`src/lcdsp_pkg.sv`:
```
`timescale 1ns / 1ps

package lcdsp_pkg;

   localparam int WEIGHT_W  = 16;
   localparam int FRAC_BITS = 12;
   localparam int BYTE_W    = 8;
   localparam int IDX_W     = 2;
   localparam int LEVEL_IN_W = 7;
   localparam int TAIL_BYTES = 4;
   localparam int TAPS       = 5;

   localparam logic [IDX_W-1:0] REG_PRIMARY   = 2'd0;
   localparam logic [IDX_W-1:0] REG_SECONDARY = 2'd1;
   localparam logic [IDX_W-1:0] REG_TERTIARY  = 2'd2;

   localparam logic [WEIGHT_W-1:0] PRIMARY_RESET   = 16'd14283;
   localparam logic [WEIGHT_W-1:0] SECONDARY_RESET = 16'd1428;
   localparam logic [WEIGHT_W-1:0] TERTIARY_RESET  = 16'd357;

   localparam logic [BYTE_W-1:0] BYTE_MAX = 8'd255;

   typedef struct packed {
      logic [WEIGHT_W-1:0] primary;
      logic [WEIGHT_W-1:0] secondary;
      logic [WEIGHT_W-1:0] tertiary;
   } weights_type;

endpackage

```
`src/lcd_subpixel_filter.sv`:
```
`timescale 1ns / 1ps

// Five-tap subpixel filter: each accepted gray level (clamped to LEVELS-1) is spread over
// five subpixel bytes with weights tertiary, secondary, primary, secondary, tertiary
// (Q4.12, set through the csr port while idle). An ordinary pixel gives one byte, so a
// continuous stream runs at one transaction per clock while rsp_ready is high. A pixel
// flagged row_end gives its byte, four tail bytes and zero padding up to a row length
// that is a multiple of ROW_ALIGN plus four: 5 to 4 + ROW_ALIGN result bytes, one per
// cycle from the single work register while rsp_ready is high, during which req_ready is
// held low. run_last marks the last byte of each input transaction and row_last the last
// byte of a row. An input transaction passes the work register, then the result register,
// before its first result transaction appears.

module lcd_subpixel_filter
   import lcdsp_pkg::*;
#(
   parameter int LEVELS    = 65,
   parameter int ROW_ALIGN = 4
)
(
   input  logic                  clock,
   input  logic                  reset,
   input  logic                  req_valid,
   output logic                  req_ready,
   input  logic [LEVEL_IN_W-1:0] req_level,
   input  logic                  req_row_end,
   output logic                  rsp_valid,
   input  logic                  rsp_ready,
   output logic [BYTE_W-1:0]     rsp_subpixel_value,
   output logic                  rsp_run_last,
   output logic                  rsp_row_last,
   input  logic                  csr_write_enable,
   input  logic [IDX_W-1:0]      csr_index,
   input  logic [WEIGHT_W-1:0]   csr_wdata
);

   localparam int LEVEL_W = $clog2(LEVELS);
   localparam int PHASE_W = (ROW_ALIGN > 1) ? $clog2(ROW_ALIGN) : 1;
   localparam int CNT_W   = $clog2(TAIL_BYTES + ROW_ALIGN);
   localparam int HIST    = TAPS - 1;

   weights_type weights;

   logic [HIST-1:0][LEVEL_W-1:0] tap_window_ff, tap_window_in;
   logic [PHASE_W-1:0]           column_phase_ff, column_phase_in;

   logic                         work_valid_ff, work_valid_in;
   logic [TAPS-1:0][LEVEL_W-1:0] work_taps_ff, work_taps_in;
   logic [CNT_W-1:0]             work_cnt_ff, work_cnt_in;
   logic                         work_row_end_ff, work_row_end_in;

   logic                         rsp_valid_ff, rsp_valid_in;
   logic [BYTE_W-1:0]            rsp_value_ff, rsp_value_in;
   logic                         rsp_run_last_ff, rsp_run_last_in;
   logic                         rsp_row_last_ff, rsp_row_last_in;

   logic [LEVEL_W-1:0] level_clamped;
   logic               accept;
   logic               advance;
   logic               phase_wrap;
   logic [CNT_W-1:0]   pad;
   logic [BYTE_W-1:0]  filtered;

   lcdsp_csr u_csr (
      .clock            (clock),
      .reset            (reset),
      .csr_write_enable (csr_write_enable),
      .csr_index        (csr_index),
      .csr_wdata        (csr_wdata),
      .weights          (weights)
   );

   lcdsp_datapath #(
      .LEVEL_W (LEVEL_W)
   ) u_datapath (
      .taps           (work_taps_ff),
      .weights        (weights),
      .subpixel_value (filtered)
   );

   assign advance   = work_valid_ff && (!rsp_valid_ff || rsp_ready);
   assign req_ready = !work_valid_ff || (advance && (work_cnt_ff == '0));
   assign accept    = req_valid && req_ready;

   always_comb begin
      if (32'(req_level) > LEVELS - 1) begin
         level_clamped = LEVEL_W'(LEVELS - 1);
      end else begin
         level_clamped = LEVEL_W'(req_level);
      end
   end

   // width mod ROW_ALIGN after this pixel is zero when the phase wraps
   assign phase_wrap = (32'(column_phase_ff) == ROW_ALIGN - 1);
   assign pad = phase_wrap ? '0 : CNT_W'(ROW_ALIGN - 1 - 32'(column_phase_ff));

   always_comb begin
      tap_window_in   = tap_window_ff;
      column_phase_in = column_phase_ff;
      if (accept) begin
         if (req_row_end) begin
            tap_window_in   = '0;
            column_phase_in = '0;
         end else begin
            tap_window_in   = {tap_window_ff[HIST-2:0], level_clamped};
            column_phase_in = phase_wrap ? '0 : column_phase_ff + 1'b1;
         end
      end
   end

   always_comb begin
      work_valid_in   = work_valid_ff;
      work_taps_in    = work_taps_ff;
      work_cnt_in     = work_cnt_ff;
      work_row_end_in = work_row_end_ff;
      priority if (advance && (work_cnt_ff != '0)) begin
         // tail and padding: shift zero levels in
         work_taps_in = {work_taps_ff[TAPS-2:0], {LEVEL_W{1'b0}}};
         work_cnt_in  = work_cnt_ff - 1'b1;
      end else if (accept) begin
         work_valid_in   = 1'b1;
         work_taps_in    = {tap_window_ff, level_clamped};
         work_cnt_in     = req_row_end ? CNT_W'(TAIL_BYTES) + pad : '0;
         work_row_end_in = req_row_end;
      end else if (advance) begin
         work_valid_in = 1'b0;
      end else begin
         work_valid_in = work_valid_ff;
      end
   end

   always_comb begin
      rsp_valid_in    = rsp_valid_ff;
      rsp_value_in    = rsp_value_ff;
      rsp_run_last_in = rsp_run_last_ff;
      rsp_row_last_in = rsp_row_last_ff;
      priority if (advance) begin
         rsp_valid_in    = 1'b1;
         rsp_value_in    = filtered;
         rsp_run_last_in = (work_cnt_ff == '0);
         rsp_row_last_in = work_row_end_ff && (work_cnt_ff == '0);
      end else if (rsp_ready) begin
         rsp_valid_in = 1'b0;
      end else begin
         rsp_valid_in = rsp_valid_ff;
      end
   end

   always_ff @(posedge clock) begin
      if (reset) begin
         tap_window_ff   <= '0;
         column_phase_ff <= '0;
         work_valid_ff   <= 1'b0;
         work_cnt_ff     <= '0;
         work_row_end_ff <= 1'b0;
         rsp_valid_ff    <= 1'b0;
      end else begin
         tap_window_ff   <= tap_window_in;
         column_phase_ff <= column_phase_in;
         work_valid_ff   <= work_valid_in;
         work_cnt_ff     <= work_cnt_in;
         work_row_end_ff <= work_row_end_in;
         rsp_valid_ff    <= rsp_valid_in;
      end
   end

   always_ff @(posedge clock) begin
      work_taps_ff    <= work_taps_in;
      rsp_value_ff    <= rsp_value_in;
      rsp_run_last_ff <= rsp_run_last_in;
      rsp_row_last_ff <= rsp_row_last_in;
   end

   assign rsp_valid          = rsp_valid_ff;
   assign rsp_subpixel_value = rsp_value_ff;
   assign rsp_run_last       = rsp_run_last_ff;
   assign rsp_row_last       = rsp_row_last_ff;

   a_row_end_clears_window: assert property (
      @(posedge clock) disable iff (reset)
      accept && req_row_end |=> (tap_window_ff == '0) && (column_phase_ff == '0)
   ) else $error("tap window not cleared after row end");

   a_tail_needs_work: assert property (
      @(posedge clock) disable iff (reset)
      (work_cnt_ff != '0) |-> work_valid_ff && work_row_end_ff
   ) else $error("tail count without a row-end transaction");

   a_stall_only_when_busy: assert property (
      @(posedge clock) disable iff (reset)
      !req_ready |-> work_valid_ff
   ) else $error("input stalled with empty work register");

   a_row_last_ends_run: assert property (
      @(posedge clock) disable iff (reset)
      rsp_valid && rsp_row_last |-> rsp_run_last
   ) else $error("row_last without run_last");

   a_tail_no_accept: assert property (
      @(posedge clock) disable iff (reset)
      work_valid_ff && (work_cnt_ff != '0) |-> !req_ready
   ) else $error("input accepted during row tail");

endmodule

```
`src/lcdsp_csr.sv`:
```
`timescale 1ns / 1ps

module lcdsp_csr
   import lcdsp_pkg::*;
(
   input  logic                clock,
   input  logic                reset,
   input  logic                csr_write_enable,
   input  logic [IDX_W-1:0]    csr_index,
   input  logic [WEIGHT_W-1:0] csr_wdata,
   output weights_type         weights
);

   weights_type weights_ff, weights_in;

   always_comb begin
      weights_in = weights_ff;
      if (csr_write_enable) begin
         unique case (csr_index)
            REG_PRIMARY:   weights_in.primary   = csr_wdata;
            REG_SECONDARY: weights_in.secondary = csr_wdata;
            REG_TERTIARY:  weights_in.tertiary  = csr_wdata;
            default:       weights_in = weights_ff;
         endcase
      end
   end

   always_ff @(posedge clock) begin
      if (reset) begin
         weights_ff.primary   <= PRIMARY_RESET;
         weights_ff.secondary <= SECONDARY_RESET;
         weights_ff.tertiary  <= TERTIARY_RESET;
      end else begin
         weights_ff <= weights_in;
      end
   end

   assign weights = weights_ff;

endmodule

```
`src/lcdsp_datapath.sv`:
```
`timescale 1ns / 1ps

module lcdsp_datapath
   import lcdsp_pkg::*;
#(
   parameter int LEVEL_W = 7
)
(
   input  logic [TAPS-1:0][LEVEL_W-1:0] taps,
   input  weights_type                  weights,
   output logic [BYTE_W-1:0]            subpixel_value
);

   localparam int PROD_W = WEIGHT_W + LEVEL_W;
   localparam int TERM_W = PROD_W - FRAC_BITS;
   localparam int SUM_W  = TERM_W + 3;

   logic [TAPS-1:0][WEIGHT_W-1:0] tap_weight;
   logic [TAPS-1:0][PROD_W-1:0]   product;
   logic [SUM_W-1:0]              sum;

   // taps[0] newest, taps[4] oldest; symmetric kernel
   assign tap_weight[0] = weights.tertiary;
   assign tap_weight[1] = weights.secondary;
   assign tap_weight[2] = weights.primary;
   assign tap_weight[3] = weights.secondary;
   assign tap_weight[4] = weights.tertiary;

   always_comb begin
      sum = '0;
      for (int i = 0; i < TAPS; i++) begin
         product[i] = PROD_W'(tap_weight[i]) * PROD_W'(taps[i]);
         sum = sum + SUM_W'(product[i][PROD_W-1:FRAC_BITS]);
      end
      if (sum > SUM_W'(BYTE_MAX)) begin
         subpixel_value = BYTE_MAX;
      end else begin
         subpixel_value = sum[BYTE_W-1:0];
      end
   end

endmodule
```
`config.mk`:
```
export PLATFORM = sky130hd
export DESIGN_NAME = lcd_subpixel_filter
export DESIGN_NICKNAME = d
export VERILOG_FILES = /design/src/lcdsp_pkg.sv /design/src/lcd_subpixel_filter.sv /design/src/lcdsp_csr.sv /design/src/lcdsp_datapath.sv
export SDC_FILE = /design/constraint.sdc
export NUM_CORES = 1
export LEC_CHECK = 0
export BUFFER_PORTS_ARGS = -buffer_cell sky130_fd_sc_hd__buf_2
export CAP_MARGIN = 10
export CORE_MARGIN = 10
export CORE_UTILIZATION = 35
export DETAILED_ROUTE_END_ITERATION = 7
export PLACE_DENSITY = 0.61
export SLEW_MARGIN = 10
export SYNTH_ARGS = -nofsm -noshare
export SYNTH_HDL_FRONTEND = slang
export SYNTH_HIERARCHICAL = 1
export SYNTH_SLANG_ARGS = --single-unit
```
`constraint.sdc`:
```
create_clock -name clock -period 20.1 [get_ports clock]
set_input_delay 1.005 -clock clock [delete_from_list [all_inputs] [get_ports clock]]
set_output_delay 1.005 -clock clock [all_outputs]
set_load 0.01 [all_outputs]
```
==> out/qor.csv, run 1 <==
metric,value,unit
number of routed nets with antenna violations,0,
Post-Syn Instances,2327,
Final setup viols,0,
number of synthesized register bits,129,
pwr dens,151,mW/mm2
# H-tree levels,4,
r2r setup slk,11170,ps
largest net degree at the start of global routing,115,
crit share post-route,0.444,
initial antenna violation count,2,
actual slew at the worst max-slew pin,1070,ps
Relative slew margins,0.285,
vias in the first global route,16798,
Port-buffer cells,42,
GRT overflow,0,
"Largest stage delay, worst path",600,ps
CTS Buffer Depth,2,
critical path class,flip-flop to flip-flop,
Hold Path Cell Cnt,2,
HPWL Detailed,43.6,mm
DR WL/cell,17.5,um
Tot GR Track Use,0.151,
RSZ-0062 raised after global routing,false,
CP arrival,9050,ps
Syn Nets,2942,
die area,0.0725,mm2
worst setup margin,11170,ps
Root Buffer,clkbuf_16,
Yosys cell types,74,
Slew Limit Fails,0,
Tmin final,8930,ps
number of I/O pins,43,
Setup TNS Final,0,ps
"Design Area, Final",0.0232,mm2
Fin. Hold Viols,0,
Crit path top cell by count,fa_1,
TritonCTS Buffers,17,
Post-Syn Area,0.0217,mm2
Lkg Pwr,11.4,nW
VDD IR max,0.000381,V
most used flip-flop cell after synthesis,dfxtp_1,
crit-path max FO,17,
worst hold slack,460,ps
Post-synth ARST share,0,
# rows,91,
FF-to-FF End,rsp_subpixel_value[5],
clk_lat worst skew,420,ps
post-CTS setup buffers,0,
first-pass GRT wire length,89.6,mm
CTS hold repair buffers,0,
leading area contributor after synthesis,fa_1,
Post-Route Utilization,0.377,
skew final,8.40,ps
Crit. End Element,flip-flop,
Critical Path Source Type,flip-flop,
layout cells sized above 1,0.0438,
Worst Path Required,20220,ps
Vias,15915,
worst hold path type,flip-flop to flip-flop,
nets,2909,
CP max stage cell,edfxtp_1,
aggregate routed wire length,55.1,mm
Die Height,269,um
Worst Hold End,tap_window_ff[23],
sequential-to-total area share from yosys stat,0.136,
Initial DRC Count,854,
area grow syn2layout,6.67,%
average size of a mapped cell,9.35,um2
Synth top area share,0.342,
Post-route DRC,0,
vias per inst,5.06,
clock slew at reported path FFs,60,ps
Starting Density,0.353,
Max-cap violations,0,
Synth area leaders,"fa_1, ha_1, and2_1, dfxtp_1, inv_1",
area of placed instances,0.0226,mm2
"EDFF count, synth",38,
status,finished clean,
chip width,269,um
CTS tree,yes,
Sink Count,129,
Yosys warnings,6,
Resize count post-CTS,0,
Setup WS pre-CTS,11260,ps
Worst Min Path Start,tap_window_ff[23],
gp weighted congestion,0.864,
First-pass DRT Iterations,5,
diodes inserted,0,
R2R depth,30,
core area,0.0616,mm2
Fmax,0.112,GHz
Reg-to-Reg Start,work_taps_ff[15],
## layer usage
metal  vias up  GRT usage  share of wire
li1       7283          -              -
met1      8146      0.206           0.46
met2       433      0.252           0.47
met3        49     0.0233          0.056
met4         4     0.0278          0.012
met5         -          0        0.00045
## power by group
group	internal, mW	total, mW	leakage, nW	switching (mW)
Sequential	0.369	0.440	1.12	0.0710
Clock	0.202	0.323	0.295	0.121
Combinational	1.16	2.73	9.94	1.57
Total	1.73	3.49	11.4	1.76
## worst max-delay path by stage
stage | start | end | slack (ps) | cells past startpoint
2_1_floorplan | work_taps_ff[15] | rsp_subpixel_value[7] | 12150 | 31
3_3_place_gp | work_taps_ff[15] | rsp_subpixel_value[7] | 11460 | 30
3_5_place_dp | work_taps_ff[22] | rsp_subpixel_value[7] | 11260 | 28
4_1_cts | work_taps_ff[22] | rsp_subpixel_value[7] | 11250 | 28
5_1_grt | work_taps_ff[15] | rsp_subpixel_value[3] | 10710 | 30
6_report | work_taps_ff[15] | rsp_subpixel_value[5] | 11170 | 30
## critical path, delay by kind of cell (launching register included)
family / cells / cell delay, ps
flops: 1 / 600
simple gates: 5 / 900
compound gates: 9 / 2340
mux: 1 / 120
fa+ha+maj: 10 / 4410
buf+inv: 5 / 270
## final cells by class
| type | instances | area, um2 |
|---|---|---|
| clock buffers | 19 | 453 |
| clock inverters | 12 | 156 |
| fillers | 6179 | 38400 |
| inverters | 317 | 1190 |
| multi-input cells | 1780 | 17100 |
| flip-flops and latches | 129 | 2960 |
| well taps | 837 | 1050 |
| repair buffers | 49 | 265 |
## metrics by stage
| stage | std cells | power (mW) |
|---|---|---|
| floorplan | 2327 | 2.45 |
| global placement | 3112 | 3.05 |
| detailed placement | 3112 | 3.13 |
| CTS | 3143 | 3.47 |
| global route | 3143 | 3.81 |
| finish | 3143 | 3.49 |
## Yosys cell counts, types with 29 or more instances
library cell  count
mux2i_1          50
clkbuf_1         82
nand2_1         303
fa_1            372
dfxtp_1          91
ha_1            212
nor2_1           77
and2_1          309
inv_1           317
nand2b_1         50
a21oi_1          89
nand3b_1         32
edfxtp_1         38
nand3_1          29
xnor2_1          34
## cells by family (layout without fill, tap and decap cells)
family / Yosys count / count (layout) / synth area share
mux: 50 / 50 / 0.0230
fa+ha+maj: 584 / 584 / 0.464
xor+xnor: 55 / 55 / 0.0222
flops: 129 / 129 / 0.136
compound gates: 238 / 238 / 0.0735
simple gates: 853 / 853 / 0.204
buf+inv: 418 / 397 / 0.0764
## layout by cell type (no fill, tap or decap), drive strengths merged, types with 3 or more instances in the layout
cell	synthesis	final
fa	372	372
inv	317	320
and2	309	309
nand2	303	303
ha	212	212
dfxtp	91	91
a21oi	91	91
nor2	77	77
nand2b	51	51
mux2i	50	50
buf	19	49
edfxtp	38	38
xnor2	34	34
nand3b	32	32
o21ai	31	31
nand3	29	29
a22o	28	28
a21o	26	26
xor2	21	21
clkbuf	82	19
nand4	10	10
nor2b	10	10
nor3	8	8
o21a	8	8
a31oi	8	8
a211oi	6	6
o21bai	5	5
and4	4	4
and3	4	4
o22ai	4	4
a31o	4	4
a21boi	4	4
clkinv	0	4
or3	3	3
o211ai	3	3
bufinv	0	3
a2bb2oi	3	3
or2	3	3
## sequential cells by signal, indices dropped and copies added, names as in the netlist
name	cells
work_cnt_ff	3
u_csr/weights	48
rsp_subpixel_value	8
rsp_run_last	1
work_row_end_ff	1
column_phase_ff	2
work_taps_ff	35
work_valid_ff	1
rsp_valid	1
tap_window_ff	28
rsp_row_last	1
No activity file was read; power rests on OpenSTA's default activity.
==> inputs of run 2 (changes only) <==
--- a/config.mk
+++ b/config.mk
@@ -5,12 +5,13 @@
 export SDC_FILE = /design/constraint.sdc
 export NUM_CORES = 1
 export LEC_CHECK = 0
+export ABC_AREA = 1
 export BUFFER_PORTS_ARGS = -buffer_cell sky130_fd_sc_hd__buf_2
 export CAP_MARGIN = 10
 export CORE_MARGIN = 10
 export CORE_UTILIZATION = 35
 export DETAILED_ROUTE_END_ITERATION = 7
-export PLACE_DENSITY = 0.61
+export PLACE_DENSITY = 0.62
 export SLEW_MARGIN = 10
 export SYNTH_ARGS = -nofsm -noshare
 export SYNTH_HDL_FRONTEND = slang
==> constraint.sdc (replaced) <==
create_clock -name clock -period 7.5 [get_ports clock]
set_input_delay 0.375 -clock clock [delete_from_list [all_inputs] [get_ports clock]]
set_output_delay 0.375 -clock clock [all_outputs]
set_load 0.01 [all_outputs]
==> run 2 against run 1 <==
  * Non-clock buffer count up 103
  * Final area rose by 18%
  * Clock skew grew 15 ps
  * Core utilization up 1.6 points
  * Synthesized cell count rose by 49%
  * Setup slack worse by 11000 ps
==> out/qor.csv, run 2 <==
metric,value,unit
clk_lat worst skew,450,ps
"EDFF count, synth",38,
final std cells w/o fill,4469,
TritonCTS Buffers,17,
Tmin final,7140,ps
Slew Limit Fails,0,
Starting Density,0.353,
# H-tree levels,4,
Crit. End Element,flip-flop,
Critical Path Source Type,flip-flop,
Yosys warnings,6,
"most common cell after layout, fill and taps aside",nand2_1,
Relative slew margins,0.357,
layout cells sized above 1,0.0873,
CP max stage cell,fa_1,
Post-Syn Instances,3473,
Post-Syn Area,0.0247,mm2
chip width,286,um
worst hold path type,input port to flip-flop,
status,finished clean,
nets,4131,
Crit path top cell by count,nand2_1,
Port-buffer cells,42,
gp weighted congestion,0.937,
Syn Nets,4088,
leading area contributor after synthesis,fa_1,
Final setup viols,0,
Root Buffer,clkbuf_16,
Fmax,0.140,GHz
number of synthesized register bits,129,
initial antenna violation count,1,
sequential-to-total area share from yosys stat,0.120,
Vias,21277,
clock slew at reported path FFs,80,ps
Synth top area share,0.301,
crit share post-route,0.952,
First-pass DRT Iterations,7,
area grow syn2layout,11.0,%
Post-synth top cells,"nand2_1, inv_1, fa_1, ha_1, nor2_1",
Post-route DRC,0,
DR WL/cell,15.3,um
skew final,23.5,ps
most used flip-flop cell after synthesis,dfxtp_1,
number of flip-flops in the largest register,48,
dpl cells,4421,
average size of a mapped cell,7.12,um2
CP bufs+invs,8,
"commonest cells after routing, fill and taps aside","nand2_1, inv_1, fa_1",
"count leader, synth",nand2_1,
Worst Path Required,7690,ps
Die Height,286,um
vias in the first global route,21406,
Top delay family on crit path,adder cells,
vias per inst,4.76,
critical path class,flip-flop to flip-flop,
Yosys cell types,47,
Post-synth ARST share,0,
Tot GR Track Use,0.169,
GRT overflow,0,
number of I/O pins,43,
Fin. Hold Viols,0,
core area,0.0700,mm2
largest net degree at the start of global routing,59,
Initial DRC Count,1570,
Max-cap violations,0,
CTS Buffer Depth,2,
CP arrival,7330,ps
diodes inserted,0,
Layout fillers,7344,
Synth area leaders,"fa_1, nand2_1, inv_1, ha_1, dfxtp_1",
HPWL Detailed,56.3,mm
Setup TNS Final,0,ps
die area,0.0817,mm2
crit-path max FO,9,
"Largest stage delay, worst path",560,ps
number of routed nets with antenna violations,0,
Sink Count,129,
CTS tree,yes,
first-pass GRT wire length,112,mm
aggregate routed wire length,68.2,mm
# rows,97,
actual slew at the worst max-slew pin,964,ps
-- run 2: cell types whose count changed after synthesis, moves of 17 or more --
cell      previous run  this run
nand3_1             29       153
nand2b_1            50         0
nand2_1            303      1057
and2_1             309         1
o21ai_0             28        56
mux2i_1             50         0
xnor2_1             34        11
nand4_1             10        37
a21oi_1             89       143
inv_1              317       801
nor3_1               8        25
nand3b_1            32        13
nor2_1              77       192
clkbuf_1            82        99
-- run 2: metal layers --
| layer | track usage | share of wire | up-vias |
|---|---|---|---|
| met4 | 0.0486 | 0.024 | 0 |
| met1 | 0.238 | 0.48 | 10194 |
| li1 | - | - | 10467 |
| met5 | 0 | 0 | - |
| met2 | 0.264 | 0.44 | 547 |
| met3 | 0.0263 | 0.061 | 69 |
-- run 2: path summary, 6_finish.rpt --
path                     start  slack (ps)               endpoint  depth (start not counted)
max           work_taps_ff[15]         360  rsp_subpixel_value[0]                         33
min               req_level[2]         180        work_taps_ff[2]                          3
max reg2reg   work_taps_ff[15]         360  rsp_subpixel_value[0]                         33
min reg2reg  tap_window_ff[25]         470      tap_window_ff[25]                          2
-- run 2: metrics by stage --
step                      worst slack (ps)  instance area, um2  hold WS [ps]  utilization
after floorplan                        393               24700           443            -
after global placement                 125               26300           456        0.375
after CTS                             72.3               26900           166        0.384
after global routing                 -47.0               27500           205        0.392
after detailed placement              75.2               26300           456        0.375
final                                  357               27500           180        0.392
-- run 2: area by class of cell --
class,count,area [um2],area share
Timing Repair Buffer,152,1160,0.0422
Clock inverter,15,164,0.00597
Sequential cell,129,2970,0.108
Clock buffer,17,425,0.0155
Multi-Input combinational cell,2404,18500,0.674
Tap cell,940,1180,0.0428
Inverter,812,3050,0.111
-- run 2: cell families (layout without fill, tap and decap cells) --
family	count (synthesis)	count (layout)	share of synthesized area
buffers and inverters	940	996	0.146
adders and majority gates	584	584	0.408
xor gates and xnor gates	28	28	0.00992
AOI/OAI and AO/OA	276	276	0.0645
DFF	129	129	0.120
and+or+nand+nor	1516	1516	0.251
-- run 2: worst min-delay path, stage by stage --
cell     delay [ps]
buf_2            70
inv_1            40
o22ai_1         110
-- run 2: timing repair --
action,CTS,global route
setup endpoints to repair,0,8
buffers inserted,0,16
hold buffers,0,0
resized for setup,0,90
Power of run 2 is left out: the tool's default activity adds up to more than one toggle a clock period on the data nets, which glitch-free logic cannot reach.
